===== src/hw/rtl/active_expired_priority_scheduler_unit_macros.svh =====
// Assertion shorthands for the scheduler; clk and rst_n come from the user scope.
`ifndef ACTIVE_EXPIRED_PRIORITY_SCHEDULER_UNIT_MACROS_SVH
`define ACTIVE_EXPIRED_PRIORITY_SCHEDULER_UNIT_MACROS_SVH

// Same-cycle implication, checked out of reset
`define AEPS_ASSERT_IMP(lbl, ante, cons) \
    lbl: assert property (@(posedge clk) disable iff (!rst_n) (ante) |-> (cons)) \
        else $error("scheduler check failed");

// Next-cycle implication, checked out of reset
`define AEPS_ASSERT_NXT(lbl, ante, cons) \
    lbl: assert property (@(posedge clk) disable iff (!rst_n) (ante) |=> (cons)) \
        else $error("scheduler check failed");

`endif


===== src/hw/rtl/aeps_pkg.sv =====
`timescale 1ns / 1ps
`default_nettype none

package aeps_pkg;

    // Default sizing
    localparam int MAX_LEVELS_DEF  = 8;
    localparam int LEVEL_DEPTH_DEF = 16;

    // Fixed field widths
    localparam int CFG_W    = 4;
    localparam int TASK_W   = 6;
    localparam int LEVEL_W  = 4;
    localparam int NEWLVL_W = 3;

    localparam logic [CFG_W-1:0] NUM_LEVELS_RST = 4'd4;

    // Request codes
    localparam logic ACT_ADD  = 1'b0;
    localparam logic ACT_TAKE = 1'b1;

    // Result status codes
    typedef enum logic [1:0] {
        ST_OK    = 2'd0,
        ST_EMPTY = 2'd1,
        ST_FULL  = 2'd2,
        ST_RANGE = 2'd3
    } status_t;

endpackage

`default_nettype wire


===== src/hw/rtl/aeps_store.sv =====
`timescale 1ns / 1ps
`default_nettype none

// Task id store for all queues: one port, write or registered read
module aeps_store #(
    parameter int DEPTH = 2 * aeps_pkg::MAX_LEVELS_DEF * aeps_pkg::LEVEL_DEPTH_DEF,
    parameter int AW    = $clog2(DEPTH)
) (
    input  wire logic                      clk,
    input  wire logic                      wr_en,
    input  wire logic                      rd_en,
    input  wire logic [AW-1:0]             addr,
    input  wire logic [aeps_pkg::TASK_W-1:0] wr_data,
    output logic      [aeps_pkg::TASK_W-1:0] rd_data
);

    logic [aeps_pkg::TASK_W-1:0] mem [DEPTH];
    logic [aeps_pkg::TASK_W-1:0] rd_data_reg;

    // Write the tail entry, or fetch the head entry
    always_ff @(posedge clk)
    begin
        if (wr_en)
        begin
            mem[addr] <= wr_data;
        end
        if (rd_en)
        begin
            rd_data_reg <= mem[addr];
        end
    end

    assign rd_data = rd_data_reg;

endmodule

`default_nettype wire


===== src/hw/rtl/active_expired_priority_scheduler_unit.sv =====
// Active/expired priority-array scheduler.
// Input channel (in_valid/in_ready): action 0 adds task_id at dynamic_level of the
// active bank, or, when dynamic_level is negative, at static_level - 1 of the
// expired bank. Action 1 takes the head of the highest non-empty active level,
// swapping the banks once if the active levels in use are all empty.
// Output channel (out_valid/out_ready): one result transaction per request.
// Config channel (cfg_valid/cfg_ready/cfg_data): num_levels, always ready; write
// it only while the block is idle.
// Sequence: an add goes from S_ADD to S_FINISH; a take scans the active levels
// from the top down in S_SCAN, at most two full passes of the levels in use,
// reads the task it finds from the store in S_READ, then reaches S_FINISH; a take
// that finds nothing goes from S_SCAN straight to S_FINISH. The scan checks one
// queue count per cycle and the task store has a single port. in_ready is high
// only while no request is in progress, and the next request is taken the cycle
// after the result is handed to the output register.
// Reset: all queues empty, bank 0 active, num_levels 4; no clearing pass.
// A stalled receiver holds the result in the output register; a further
// result waits in the sequencer until that register is free.
`timescale 1ns / 1ps
`default_nettype none

`include "active_expired_priority_scheduler_unit_macros.svh"

module active_expired_priority_scheduler_unit #(
    parameter int MAX_LEVELS  = aeps_pkg::MAX_LEVELS_DEF,
    parameter int LEVEL_DEPTH = aeps_pkg::LEVEL_DEPTH_DEF
) (
    input  wire logic                                 clk,
    input  wire logic                                 rst_n,
    // request channel
    input  wire logic                                 in_valid,
    output logic                                      in_ready,
    input  wire logic                                 action,
    input  wire logic        [aeps_pkg::TASK_W-1:0]   task_id,
    input  wire logic signed [aeps_pkg::LEVEL_W-1:0]  dynamic_level,
    input  wire logic        [aeps_pkg::LEVEL_W-1:0]  static_level,
    // result channel
    output logic                                      out_valid,
    input  wire logic                                 out_ready,
    output logic             [1:0]                    status,
    output logic             [aeps_pkg::TASK_W-1:0]   picked_task,
    output logic             [aeps_pkg::NEWLVL_W-1:0] new_level,
    output logic                                      went_expired,
    output logic                                      banks_swapped,
    // configuration channel
    input  wire logic                                 cfg_valid,
    output logic                                      cfg_ready,
    input  wire logic        [aeps_pkg::CFG_W-1:0]    cfg_data
);

    localparam int QN        = 2 * MAX_LEVELS;
    localparam int QW        = $clog2(QN);
    localparam int LVL_W     = (MAX_LEVELS > 1) ? $clog2(MAX_LEVELS) : 1;
    localparam int PW        = $clog2(LEVEL_DEPTH);
    localparam int CW        = $clog2(LEVEL_DEPTH + 1);
    localparam int SW        = CW + 1;
    localparam int SN        = QN * LEVEL_DEPTH;
    localparam int AW        = $clog2(SN);
    localparam int MAX_CLAMP = (MAX_LEVELS < 15) ? MAX_LEVELS : 15;

    typedef enum logic [4:0] {
        S_IDLE   = 5'b00001,
        S_ADD    = 5'b00010,
        S_SCAN   = 5'b00100,
        S_READ   = 5'b01000,
        S_FINISH = 5'b10000
    } state_t;

    state_t                          state_reg;
    logic [aeps_pkg::CFG_W-1:0]      num_levels_reg;
    logic                            active_bank_reg;
    logic [LVL_W-1:0]                lv_reg;
    logic                            pass_reg;
    logic                            swapped_reg;
    logic [QW-1:0]                   hit_q_reg;
    logic                            out_valid_reg;

    logic [PW-1:0]                   heads_reg  [QN];
    logic [CW-1:0]                   counts_reg [QN];

    // latched request
    logic                            action_reg;
    logic [aeps_pkg::TASK_W-1:0]     task_reg;
    logic [aeps_pkg::LEVEL_W-1:0]    dyn_reg;
    logic [aeps_pkg::LEVEL_W-1:0]    static_reg;

    // pending result and output register
    aeps_pkg::status_t               res_status_reg;
    logic [aeps_pkg::TASK_W-1:0]     res_task_reg;
    logic [aeps_pkg::NEWLVL_W-1:0]   res_level_reg;
    logic                            res_expired_reg;
    logic                            res_swapped_reg;
    aeps_pkg::status_t               out_status_reg;
    logic [aeps_pkg::TASK_W-1:0]     out_task_reg;
    logic [aeps_pkg::NEWLVL_W-1:0]   out_level_reg;
    logic                            out_expired_reg;
    logic                            out_swapped_reg;

    logic [aeps_pkg::CFG_W-1:0]      eff_levels;
    logic [LVL_W-1:0]                top_level;
    logic                            in_accept;
    logic                            out_load;

    logic                            to_expired;
    logic [aeps_pkg::LEVEL_W-1:0]    add_level;
    logic                            add_in_range;
    logic                            add_bank;
    logic [QW-1:0]                   add_q;
    logic                            add_full;
    logic                            add_ok;

    logic [QW-1:0]                   scan_q;
    logic [QW-1:0]                   rw_q;
    logic [PW-1:0]                   sel_head;
    logic [CW-1:0]                   sel_count;
    logic                            scan_hit;
    logic [SW-1:0]                   tail_sum;
    logic [PW-1:0]                   tail_pos;
    logic [PW-1:0]                   head_next;
    logic [PW-1:0]                   mem_pos;
    logic [AW-1:0]                   mem_addr;
    logic                            mem_wr;
    logic                            mem_rd;
    logic [aeps_pkg::TASK_W-1:0]     mem_rd_data;

    assign in_ready  = (state_reg == S_IDLE);
    assign cfg_ready = 1'b1;
    assign in_accept = in_valid && in_ready;
    assign out_load  = (state_reg == S_FINISH) && (!out_valid_reg || out_ready);

    // Clamp the level count to the range the banks hold
    always_comb
    begin
        if (num_levels_reg == '0)
        begin
            eff_levels = aeps_pkg::CFG_W'(1);
        end
        else if (num_levels_reg > aeps_pkg::CFG_W'(MAX_CLAMP))
        begin
            eff_levels = aeps_pkg::CFG_W'(MAX_CLAMP);
        end
        else
        begin
            eff_levels = num_levels_reg;
        end
    end

    assign top_level = LVL_W'(eff_levels - aeps_pkg::CFG_W'(1));

    // Decode the add target: expired tasks drop to static level minus one
    assign to_expired   = dyn_reg[aeps_pkg::LEVEL_W-1];
    assign add_level    = to_expired ? (static_reg - aeps_pkg::LEVEL_W'(1)) : dyn_reg;
    assign add_in_range = !(to_expired && (static_reg == '0)) && (add_level < eff_levels);
    assign add_bank     = active_bank_reg ^ to_expired;
    assign add_q        = (add_bank ? QW'(MAX_LEVELS) : QW'(0)) + QW'(add_level);
    assign scan_q       = (active_bank_reg ? QW'(MAX_LEVELS) : QW'(0)) + QW'(lv_reg);

    // One queue pointer pair is looked at per cycle
    always_comb
    begin
        unique case (state_reg)
            S_SCAN:  rw_q = scan_q;
            S_READ:  rw_q = hit_q_reg;
            default: rw_q = add_q;
        endcase
    end

    assign sel_head  = heads_reg[rw_q];
    assign sel_count = counts_reg[rw_q];
    assign scan_hit  = (sel_count != '0);
    assign add_full  = (sel_count == CW'(LEVEL_DEPTH));
    assign add_ok    = add_in_range && !add_full;

    // Tail slot and next head, both wrapped at the queue depth
    assign tail_sum  = SW'(sel_head) + SW'(sel_count);
    assign tail_pos  = (tail_sum >= SW'(LEVEL_DEPTH)) ? PW'(tail_sum - SW'(LEVEL_DEPTH))
                                                      : PW'(tail_sum);
    assign head_next = (SW'(sel_head) + SW'(1) == SW'(LEVEL_DEPTH)) ? '0
                                                                    : (sel_head + PW'(1));

    assign mem_pos  = (state_reg == S_SCAN) ? sel_head : tail_pos;
    assign mem_addr = AW'(rw_q) * AW'(LEVEL_DEPTH) + AW'(mem_pos);
    assign mem_wr   = (state_reg == S_ADD) && add_ok;
    assign mem_rd   = (state_reg == S_SCAN) && scan_hit;

    aeps_store #(
        .DEPTH (SN),
        .AW    (AW)
    ) u_store (
        .clk     (clk),
        .wr_en   (mem_wr),
        .rd_en   (mem_rd),
        .addr    (mem_addr),
        .wr_data (task_reg),
        .rd_data (mem_rd_data)
    );

    // Sequencer and control state
    always_ff @(posedge clk or negedge rst_n)
    begin
        if (!rst_n)
        begin
            state_reg       <= S_IDLE;
            num_levels_reg  <= aeps_pkg::NUM_LEVELS_RST;
            active_bank_reg <= 1'b0;
            lv_reg          <= '0;
            pass_reg        <= 1'b0;
            swapped_reg     <= 1'b0;
            hit_q_reg       <= '0;
            out_valid_reg   <= 1'b0;
        end
        else
        begin
            if (cfg_valid)
            begin
                num_levels_reg <= cfg_data;
            end

            // hold the result until the receiver takes it
            if (out_load)
            begin
                out_valid_reg <= 1'b1;
            end
            else if (out_ready)
            begin
                out_valid_reg <= 1'b0;
            end

            unique case (state_reg)
                S_IDLE:
                begin
                    if (in_accept)
                    begin
                        lv_reg      <= top_level;
                        pass_reg    <= 1'b0;
                        swapped_reg <= 1'b0;
                        state_reg   <= (action == aeps_pkg::ACT_TAKE) ? S_SCAN : S_ADD;
                    end
                end
                S_ADD:
                begin
                    state_reg <= S_FINISH;
                end
                S_SCAN:
                begin
                    if (scan_hit)
                    begin
                        hit_q_reg <= rw_q;
                        state_reg <= S_READ;
                    end
                    else if (lv_reg != '0)
                    begin
                        lv_reg <= lv_reg - LVL_W'(1);
                    end
                    else if (!pass_reg)
                    begin
                        // swap banks and scan once more
                        active_bank_reg <= !active_bank_reg;
                        swapped_reg     <= 1'b1;
                        pass_reg        <= 1'b1;
                        lv_reg          <= top_level;
                    end
                    else
                    begin
                        state_reg <= S_FINISH;
                    end
                end
                S_READ:
                begin
                    state_reg <= S_FINISH;
                end
                S_FINISH:
                begin
                    if (out_load)
                    begin
                        state_reg <= S_IDLE;
                    end
                end
                default:
                begin
                    state_reg <= S_IDLE;
                end
            endcase
        end
    end

    // Queue pointers: advance tail count on add, pop head on take
    always_ff @(posedge clk or negedge rst_n)
    begin
        if (!rst_n)
        begin
            for (int i = 0; i < QN; i++)
            begin
                heads_reg[i]  <= '0;
                counts_reg[i] <= '0;
            end
        end
        else if (mem_wr)
        begin
            counts_reg[rw_q] <= sel_count + CW'(1);
        end
        else if (state_reg == S_READ)
        begin
            heads_reg[rw_q]  <= head_next;
            counts_reg[rw_q] <= sel_count - CW'(1);
        end
    end

    // Request latch and result assembly
    always_ff @(posedge clk)
    begin
        if (in_accept)
        begin
            action_reg <= action;
            task_reg   <= task_id;
            dyn_reg    <= $unsigned(dynamic_level);
            static_reg <= static_level;
        end

        if (state_reg == S_ADD)
        begin
            if (!add_in_range)
            begin
                res_status_reg <= aeps_pkg::ST_RANGE;
            end
            else if (add_full)
            begin
                res_status_reg <= aeps_pkg::ST_FULL;
            end
            else
            begin
                res_status_reg <= aeps_pkg::ST_OK;
            end
            res_task_reg    <= '0;
            res_level_reg   <= add_ok ? add_level[aeps_pkg::NEWLVL_W-1:0] : '0;
            res_expired_reg <= add_ok && to_expired;
            res_swapped_reg <= 1'b0;
        end
        else if ((state_reg == S_SCAN) && !scan_hit && (lv_reg == '0) && pass_reg)
        begin
            res_status_reg  <= aeps_pkg::ST_EMPTY;
            res_task_reg    <= '0;
            res_level_reg   <= '0;
            res_expired_reg <= 1'b0;
            res_swapped_reg <= swapped_reg;
        end
        else if (state_reg == S_READ)
        begin
            res_status_reg  <= aeps_pkg::ST_OK;
            res_task_reg    <= mem_rd_data;
            res_level_reg   <= '0;
            res_expired_reg <= 1'b0;
            res_swapped_reg <= swapped_reg;
        end

        if (out_load)
        begin
            out_status_reg  <= res_status_reg;
            out_task_reg    <= res_task_reg;
            out_level_reg   <= res_level_reg;
            out_expired_reg <= res_expired_reg;
            out_swapped_reg <= res_swapped_reg;
        end
    end

    assign out_valid     = out_valid_reg;
    assign status        = out_status_reg;
    assign picked_task   = out_task_reg;
    assign new_level     = out_level_reg;
    assign went_expired  = out_expired_reg;
    assign banks_swapped = out_swapped_reg;

    // Checks on sequencing and result consistency
    `AEPS_ASSERT_NXT(a_take_scans, in_accept && (action == aeps_pkg::ACT_TAKE), state_reg == S_SCAN)
    `AEPS_ASSERT_IMP(a_add_path, (state_reg == S_ADD) || (state_reg == S_READ), action_reg == (state_reg == S_READ))
    `AEPS_ASSERT_IMP(a_second_pass, (state_reg == S_SCAN) && pass_reg, swapped_reg)
    `AEPS_ASSERT_IMP(a_empty_swaps, out_valid && (status == aeps_pkg::ST_EMPTY), banks_swapped && (picked_task == '0))
    `AEPS_ASSERT_IMP(a_expired_ok, out_valid && went_expired, (status == aeps_pkg::ST_OK) && !banks_swapped)

endmodule

`default_nettype wire

===== config.mk =====
export PLATFORM = sky130hd
export DESIGN_NAME = active_expired_priority_scheduler_unit
export DESIGN_NICKNAME = d
export VERILOG_FILES = /design/src/hw/rtl/aeps_pkg.sv /design/src/hw/rtl/aeps_store.sv /design/src/hw/rtl/active_expired_priority_scheduler_unit.sv
export VERILOG_INCLUDE_DIRS = /design/src /design/src/hw/rtl
export SDC_FILE = /design/constraint.sdc
export NUM_CORES = 2
export LEC_CHECK = 0
export BUFFER_PORTS_ARGS = -buffer_cell sky130_fd_sc_hd__buf_2
export CORE_ASPECT_RATIO = 0.5
export CORE_UTILIZATION = 40
export CTS_CLUSTER_DIAMETER = 40
export CTS_CLUSTER_SIZE = 14
export DETAILED_ROUTE_END_ITERATION = 7
export GPL_TIMING_DRIVEN = 0
export PLACE_DENSITY = 0.68
export SYNTH_ARGS = -nofsm -noshare
export SYNTH_HDL_FRONTEND = slang
export SYNTH_HIERARCHICAL = 1
export SYNTH_SLANG_ARGS = --single-unit
export TNS_END_PERCENT = 50

===== constraint.sdc =====
create_clock -name clk -period 5.4 [get_ports clk]
set_input_delay 0.54 -clock clk [delete_from_list [all_inputs] [get_ports clk]]
set_output_delay 0.54 -clock clk [all_outputs]
set_load 0.02 [all_outputs]

== Yosys cells after proc, flatten, opt, wreduce, memory -nomap -nowiden ==
Memories as Yosys holds them, arrays and structs flattened. A register that Yosys moved wholly into a read port is not among the register bits.
Cells that the tools add are included.
Widths: inputs -> output; s select.

* Bits in registers: 204
* Bits in writable memories: 1,536
* Input port bits: 24
* Output and inout port bits: 16
* Word-level logic and storage cells: 191
* Memories: 1

* $add $sub $neg: 12
* Magnitude comparators: 5
* Eq/ne operators: 15
* Multiplexer cells: 62
* Bitwise gates (word level): 6
* Reductions and logical operators: 37

{| class="wikitable"
|+ Memory list
! memory !! depth !! bits a word !! rd ports !! clocked after memory_dff !! wr ports !! RTL line !! RTL
|-
| u_store.mem || 256 || 6 || 1 || 1 || 1 || aeps_store.sv:17 || <nowiki>logic [aeps_pkg::TASK_W-1:0] mem [DEPTH];</nowiki>
|}

{| class="wikitable"
|+ Operator list
! kind !! count
|-
| $bwmux 80 || 2
|-
| $mux 80 || 2
|-
| $bwmux 64 || 1
|-
| $mux 4 || 11
|-
| $mux 5 || 8
|-
| $mux 3 || 9
|-
| $bmux 5 s4 || 1
|-
| $demux 5 s4 || 1
|-
| $pmux 5 s4 || 1
|-
| $bmux 4 s4 || 1
|-
| $demux 4 s4 || 1
|-
| $reduce_and 4->1 || 4
|-
| $eq 5x5->1 const B || 3
|-
| $mux 1 || 15
|-
| $logic_and 1x1->1 || 12
|-
| $mux 2 || 5
|-
| $ne 3x3->1 const B || 3
|-
| $add 8x4->8 || 1
|-
| $logic_not 4->1 || 2
|-
| $ne 2x2->1 const B || 4
|-
| $pmux 4 s2 || 1
|-
| $reduce_bool 2->1 || 4
|-
| $sub 4x1->4 const B || 2
|-
| $add 4x5->6 || 1
|-
| 30 further kinds || 42
|}

== Logic depth before layout (Yosys ltp) ==
* Depth after elaboration: 15
* Mapped depth: 27
* Depth with buffers taken out: 21

== Modules after synthesis ==
Netlist, hierarchy kept.

{| class="wikitable"
|+ Modules (own cells, without submodules)
! module !! times used !! cells each !! area each (um2) !! sequential area each (um2)
|-
| aeps_store || 1 || 2,750 || 59,290.6 || 46,304.4
|-
| active_expired_priority_scheduler_unit || 1 || 908 || 10,400.0 || 5,237.5
|}

== Worst setup path before layout ==
Ideal clock, no wire load.

* Kind: flip-flop to flip-flop
* Start: register static_reg[0] (netlist bit)
* End: memory u_store/mem[235][0] (netlist bit) (enable)
* Library setup time: 0.350 ns
* Arrival: 5.503 ns
* Data required time: 5.050 ns
* Setup slack: -0.453 ns
* Cell stages (with the launch flop): 27
* Path buffers: 9
* Clock period less this slack: 5.853 ns
* Cells stage by stage: edfxtp_1 > inv_1 > ha_1 > a221oi_1 > a31oi_1 > and2_0 > buf_2 > buf_2 > inv_1 > clkbuf_1 > a311oi_1 > a311oi_1 > nor2_1 > clkbuf_1 > ha_1 > fa_1 > nand2_1 > o21ai_0 > buf_2 > clkbuf_1 > buf_2 > nand2_1 > buf_2 > nor2_1 > nand2_1 > clkbuf_1 > nor2_1

* Elaborated cells between the ends (all ways): 28
* Classes of those cells: 5 x add/sub; 2 x order compare; 1 x eq/ne; 12 x mux; 1 x bitwise; 7 x reduce/logical

{| class="wikitable"
|+ RTL lines
! element !! RTL line !! RTL
|-
| start, declared || active_expired_priority_scheduler_unit.sv:85 || <nowiki>logic [aeps_pkg::LEVEL_W-1:0] static_reg;</nowiki>
|-
| start signal, assigned || active_expired_priority_scheduler_unit.sv:317 || <nowiki>static_reg <= static_level;</nowiki>
|-
| $sub 4x1->4 * || active_expired_priority_scheduler_unit.sv:152 || <nowiki>assign add_level = to_expired ? (static_reg - aeps_pkg::LEVEL_W'(1)) : dyn_reg;</nowiki>
|-
| $mux 4 * || active_expired_priority_scheduler_unit.sv:152 ||
|-
| $add 4x4->4 * || active_expired_priority_scheduler_unit.sv:155 || <nowiki>assign add_q = (add_bank ? QW'(MAX_LEVELS) : QW'(0)) + QW'(add_level);</nowiki>
|-
| $pmux 4 s2 * || active_expired_priority_scheduler_unit.sv:161 || <nowiki>unique case (state_reg)</nowiki>
|-
| $not 4->5 (not written as such) || active_expired_priority_scheduler_unit.sv:168, active_expired_priority_scheduler_unit.sv:169 ||
|-
| $bmux 4 s4 / $bmux 5 s4 (equally long branches) || active_expired_priority_scheduler_unit.sv:168, active_expired_priority_scheduler_unit.sv:169 ||
|-
| $mux 4 (not written as such) / $mux 5 (equally long branches) (2 in a row) || active_expired_priority_scheduler_unit.sv:168, active_expired_priority_scheduler_unit.sv:169 ||
|-
| $add 4x5->6 || active_expired_priority_scheduler_unit.sv:175 || <nowiki>assign tail_sum = SW'(sel_head) + SW'(sel_count);</nowiki>
|-
| $ge 6x5->1 / $sub 4x1->4 (equally long branches) || active_expired_priority_scheduler_unit.sv:176 || <nowiki>assign tail_pos = (tail_sum >= SW'(LEVEL_DEPTH)) ? PW'(tail_sum - SW'(LEVEL_DEPTH))</nowiki>
|-
| $mux 4 || active_expired_priority_scheduler_unit.sv:176 ||
|-
| $mux 4 || active_expired_priority_scheduler_unit.sv:181 || <nowiki>assign mem_pos = (state_reg == S_SCAN) ? sel_head : tail_pos;</nowiki>
|-
| $add 8x4->8 * || active_expired_priority_scheduler_unit.sv:182 || <nowiki>assign mem_addr = AW'(rw_q) * AW'(LEVEL_DEPTH) + AW'(mem_pos);</nowiki>
|-
| named net mem_addr[5] || active_expired_priority_scheduler_unit.sv:121 || <nowiki>logic [AW-1:0] mem_addr;</nowiki>
|-
| end, declared || aeps_store.sv:17 ||
|}

Mark *: on every way through the listed nets, which the timed path passes. The rest lies on a longest branch. The select of a mux whose other input is x is not followed.

== Worst setup path after layout ==
* Start: register state_reg[4]
* End: register u_store.rd_data_reg, in the netlist u_store/rd_data[5], read port of u_store.mem (data pin)

* Cells in the longest elaborated chain, start to end: 11
* Elaborated cells between the ends (all ways): 18
* Classes of those cells: 3 x add/sub; 1 x order compare; 2 x eq/ne; 9 x mux; 1 x bitwise; 2 x reduce/logical

{| class="wikitable"
|+ Ends and longest elaborated chain
! element !! RTL line !! RTL
|-
| start, declared || active_expired_priority_scheduler_unit.sv:69 || <nowiki>state_t state_reg;</nowiki>
|-
| start signal, assigned || active_expired_priority_scheduler_unit.sv:237 || <nowiki>state_reg <= (action == aeps_pkg::ACT_TAKE) ? S_SCAN : S_ADD;</nowiki>
|-
| $eq 5x4->1 / $eq 5x3->1 (equally long branches) || active_expired_priority_scheduler_unit.sv:161, active_expired_priority_scheduler_unit.sv:181 ||
|-
| $pmux 4 s2 || active_expired_priority_scheduler_unit.sv:161 ||
|-
| $not 4->5 (not written as such) || active_expired_priority_scheduler_unit.sv:168, active_expired_priority_scheduler_unit.sv:169 ||
|-
| $bmux 4 s4 / $bmux 5 s4 (equally long branches) || active_expired_priority_scheduler_unit.sv:168, active_expired_priority_scheduler_unit.sv:169 ||
|-
| $mux 4 (not written as such) / $mux 5 (equally long branches) (2 in a row) || active_expired_priority_scheduler_unit.sv:168, active_expired_priority_scheduler_unit.sv:169 ||
|-
| $add 4x5->6 || active_expired_priority_scheduler_unit.sv:175 ||
|-
| $ge 6x5->1 / $sub 4x1->4 (equally long branches) || active_expired_priority_scheduler_unit.sv:176 ||
|-
| $mux 4 || active_expired_priority_scheduler_unit.sv:176 ||
|-
| $mux 4 * || active_expired_priority_scheduler_unit.sv:181 ||
|-
| $add 8x4->8 * || active_expired_priority_scheduler_unit.sv:182 ||
|-
| named net mem_addr[3] || active_expired_priority_scheduler_unit.sv:121 ||
|-
| end, declared || aeps_store.sv:18 || <nowiki>logic [aeps_pkg::TASK_W-1:0] rd_data_reg;</nowiki>
|}

Marks and branches as above.
A chain may end at the register's enable or synchronous reset.

==> summary.md <==
| Metric | Value |
|---|---|
| Status | complete, but fails checks |
| Failing checks | setup timing |
| Via density | about 6.0 |
| Cells after DPL | approximately 6000 |
| WHS Endpoint | state_reg[1] |
| Final WL | ~190000 um |
| Final setup fails | 1547 |
| Area growth syn-to-layout | 21.19% |
| Max-slew headroom | 0.05669 |
| MaxCap Viol Count | 0 |
| CP Max Fanout | 9 |
| Largest net degree at the start of global routing | 91 |
| Die Y | roughly 300 um |
| Clock Skew | 0.04088 ns |
| Seq cells post-synth | ~1700 |
| First-pass GRT wire length | about 270000 um |
| Share of cells above drive strength 1 | 0.3746 |
| Hold depth | 3 |
| Total GRT Usage | 0.2137 |
| DP Wirelength | between 100000 and 150000 um |
| Setup crit start kind | register |
| H-tree Lvls | 4 |
| Row Count | between 100 and 150 |
| FFs w/ async S/R, synth | 0.09393 |
| Crit. End Element | register |
| Crit share post-route | 1.175 |
| F_max | 0.1577 GHz |
| Final Hold Viols | 0 |
| Top cells by area, synth | edfxtp_1 68%, mux4_2 12%, dfrtp_1 5.8%, a22oi_1 2.1%, mux2_2 1.6% |
| Synth Flop Type | edfxtp_1 |
| WP data required | between 5 and 6 ns |
| Cell taking the most area after synthesis | edfxtp_1 |
| Worst reg2reg path depth | 24 |
| Non-filler cells, final | roughly 6400 |
| R2r endpoint | u_store/rd_data[5] |
| Clock sinks | 1746 |
| Clk pin slew, worst setup/hold paths | 0.06 ns |
| Vias in the first global route | 38760 |
| Cell Area, Synth | between 0.06 and 0.07 mm^2 |
| Hold Path Origin | in_valid |
| DRC Markers | 0 |
| Clock buffer depth | 3 |
| CORE AREA | 0.1716 mm^2 |
| Syn. warnings | 6 |
| Fillers | between 10000 and 15000 |
| Ports | 40 |
| Die X | approximately 590 um |
| CP startpoint | state_reg[4] |
| Final #Nets | around 4100 |
| Commonest non-fill, non-tap cells in the layout | 1575 x edfxtp_1, 384 x mux4_2, 181 x clkbuf_16 |
| Critical path data arrival time | roughly 6.7 ns |
| Min Tclk post-route | roughly 6.3 ns |
| Initial Util | 0.4060 |
| Worst R2R Start | state_reg[4] |
| RSZ-0062 raised after global routing | yes |
| Worst setup path category | register to register |
| RD Place Congestion | 0.9489 |
| Distinct cells, synth | a little over 80 |
| Die area | around 0.18 mm^2 |
| Latest clock arrival within the worst-skew pair | about 0.82 ns |
| Hold Crit Class | input port to register |
| Number of synthesized flops with an enable pin | approximately 1600 |
| DR pass1 iterations | 6 |
| Yosys top cell area share | 0.6786 |
| CTS Buf Count | 162 |
| Syn Nets | approximately 3700 |
| Antenna-violating nets left | 0 |
| Cells after Synth | 3658 |
| Worst-Margin Slew | approximately 1.4 ns |
| Routed WL per cell | around 30 um |
| Worst R2R Setup Slack | -0.94 ns |
| Max reg flops | roughly 1500 |
| Initial antenna violation count | 4 |
| CTS tree | built |
| Commonest non-fill, non-tap cell in the layout | edfxtp_1 |
| Final worst slack | -0.9427 ns |
| Input/output buffers | 38 |
| Max-slew violation count | 0 |
| Avg Inst Size Synth | approximately 19 um^2 |
| Vias | 38650 |
| GRT overflow | 0 |
| CTS Root Cell | clkbuf_16 |
| DRT iter0 DRCs | 5276 |
| Sequential share of the synthesized area | 0.7396 |
## layer usage
| layer | GRT usage | wire, um | share of wire | vias to the layer above |
|---|---|---|---|---|
| li1 | - | - | - | 15670 |
| met1 | 0.2879 | 73330 | 0.38 | 20250 |
| met2 | 0.3365 | 89280 | 0.47 | 2275 |
| met3 | 0.05218 | 21170 | 0.11 | 447 |
| met4 | 0.08142 | 7616 | 0.040 | 4 |
| met5 | 0 | 23 | 0.00012 | - |
## cells by family (layout without fill, tap and decap cells)
family	after synthesis	in the layout	synth area share
flip-flops	1746	1746	0.7396
AND/OR/NAND/NOR	592	592	0.03839
multiplexers	542	542	0.1490
AO/OA/AOI/OAI	481	481	0.05065
buffers and inverters	271	740	0.01819
adder cells (fa/ha/maj)	15	15	0.002801
XOR/XNOR	10	10	0.001364
other	1	2	0.00005381
## worst max-delay path: stages, from the launching register on
cell and delay [ns]:
dfrtp_2 0.41, or3_4 0.41, o22a_4 0.26, nor3_4 0.26
buf_6 0.16, buf_12 0.10, buf_8 0.12, buf_8 0.12
mux2_4 0.30, o211ai_1 0.29, nand4_2 0.17, ha_1 0.31
a21o_1 0.20, a21oi_2 0.15, xor2_1 0.19, nand2_2 0.11
xor2_4 0.24, buf_12 0.19, nor2b_4 0.17, clkbuf_16 0.20
buf_12 0.15, a22oi_2 0.33, a21oi_2 0.15, o41ai_4 0.50
nand4_1 0.44
## cell type report
cell class / count / area, um^2 / area share
sequential: 1746 / 51540 / 0.6103
multi-input combinational: 1641 / 19570 / 0.2317
timing repair buffer: 212 / 3009 / 0.03563
inverter: 36 / 148.9 / 0.001763
tap: 2289 / 2864 / 0.03391
clock inverter: 71 / 743.2 / 0.008799
clock buffer: 189 / 4200 / 0.04973
antenna: 1 / 2.502 / 0.00002963
buffer: 232 / 2376 / 0.02813
## synthesized netlist by cell type (14+ instances only)
cell	instances
a211oi_4	15
a21oi_1	129
a22oi_1	192
buf_1	19
buf_2	36
buf_4	26
buf_6	14
clkbuf_1	138
dfrtp_1	162
edfxtp_1	1575
ha_1	14
inv_1	35
mux2_1	23
mux2_2	99
mux2i_1	36
mux4_2	384
nand2_1	147
nand3_1	36
nand4_1	18
nor2_1	271
nor2b_1	14
nor3_1	42
o21ai_0	28
o41ai_1	25
## worst max path at each step
stage / end / slack [ns] / cells past startpoint
finish: u_store/rd_data[5] / -0.94 / 24
global route: u_store/rd_data[5] / -0.99 / 24
CTS: u_store/rd_data[5] / -0.78 / 24
detailed placement: u_store/rd_data[5] / -3.74 / 23
global placement: u_store/rd_data[5] / -3.65 / 23
floorplan: u_store/rd_data[0] / -0.04 / 22
## metrics by stage
step	hold slack (ns)	util	worst slack, ns	setup TNS (ns)	cell area [um^2]
after CTS	0.0005383	0.4854	-0.7778	-728.80	83300
after global placement	0.4107	0.4298	-3.654	-7284.64	73780
after global routing	0.05991	0.4921	-0.9879	-760.39	84460
after floorplan	0.2444	-	-0.03887	-1.517	70720
final	0.05716	0.4921	-0.9427	-632.03	84460
after detailed placement	0.4081	0.4392	-3.739	-4159.74	75390
## what timing repair did
| action | CTS | global route |
|---|---|---|
| cloned | 6 | 5 |
| hold buffers | 21 | 0 |
| buffers inserted | 47 | 36 |
| setup endpoints to repair | 1651 | 1579 |
| pin swaps | 60 | 70 |
| resized for setup | 517 | 209 |
| hold endpoints to repair | 108 | 0 |
Power is not shown: default switching activity piles up to over one toggle a cycle in this logic, so the estimate is an artifact.
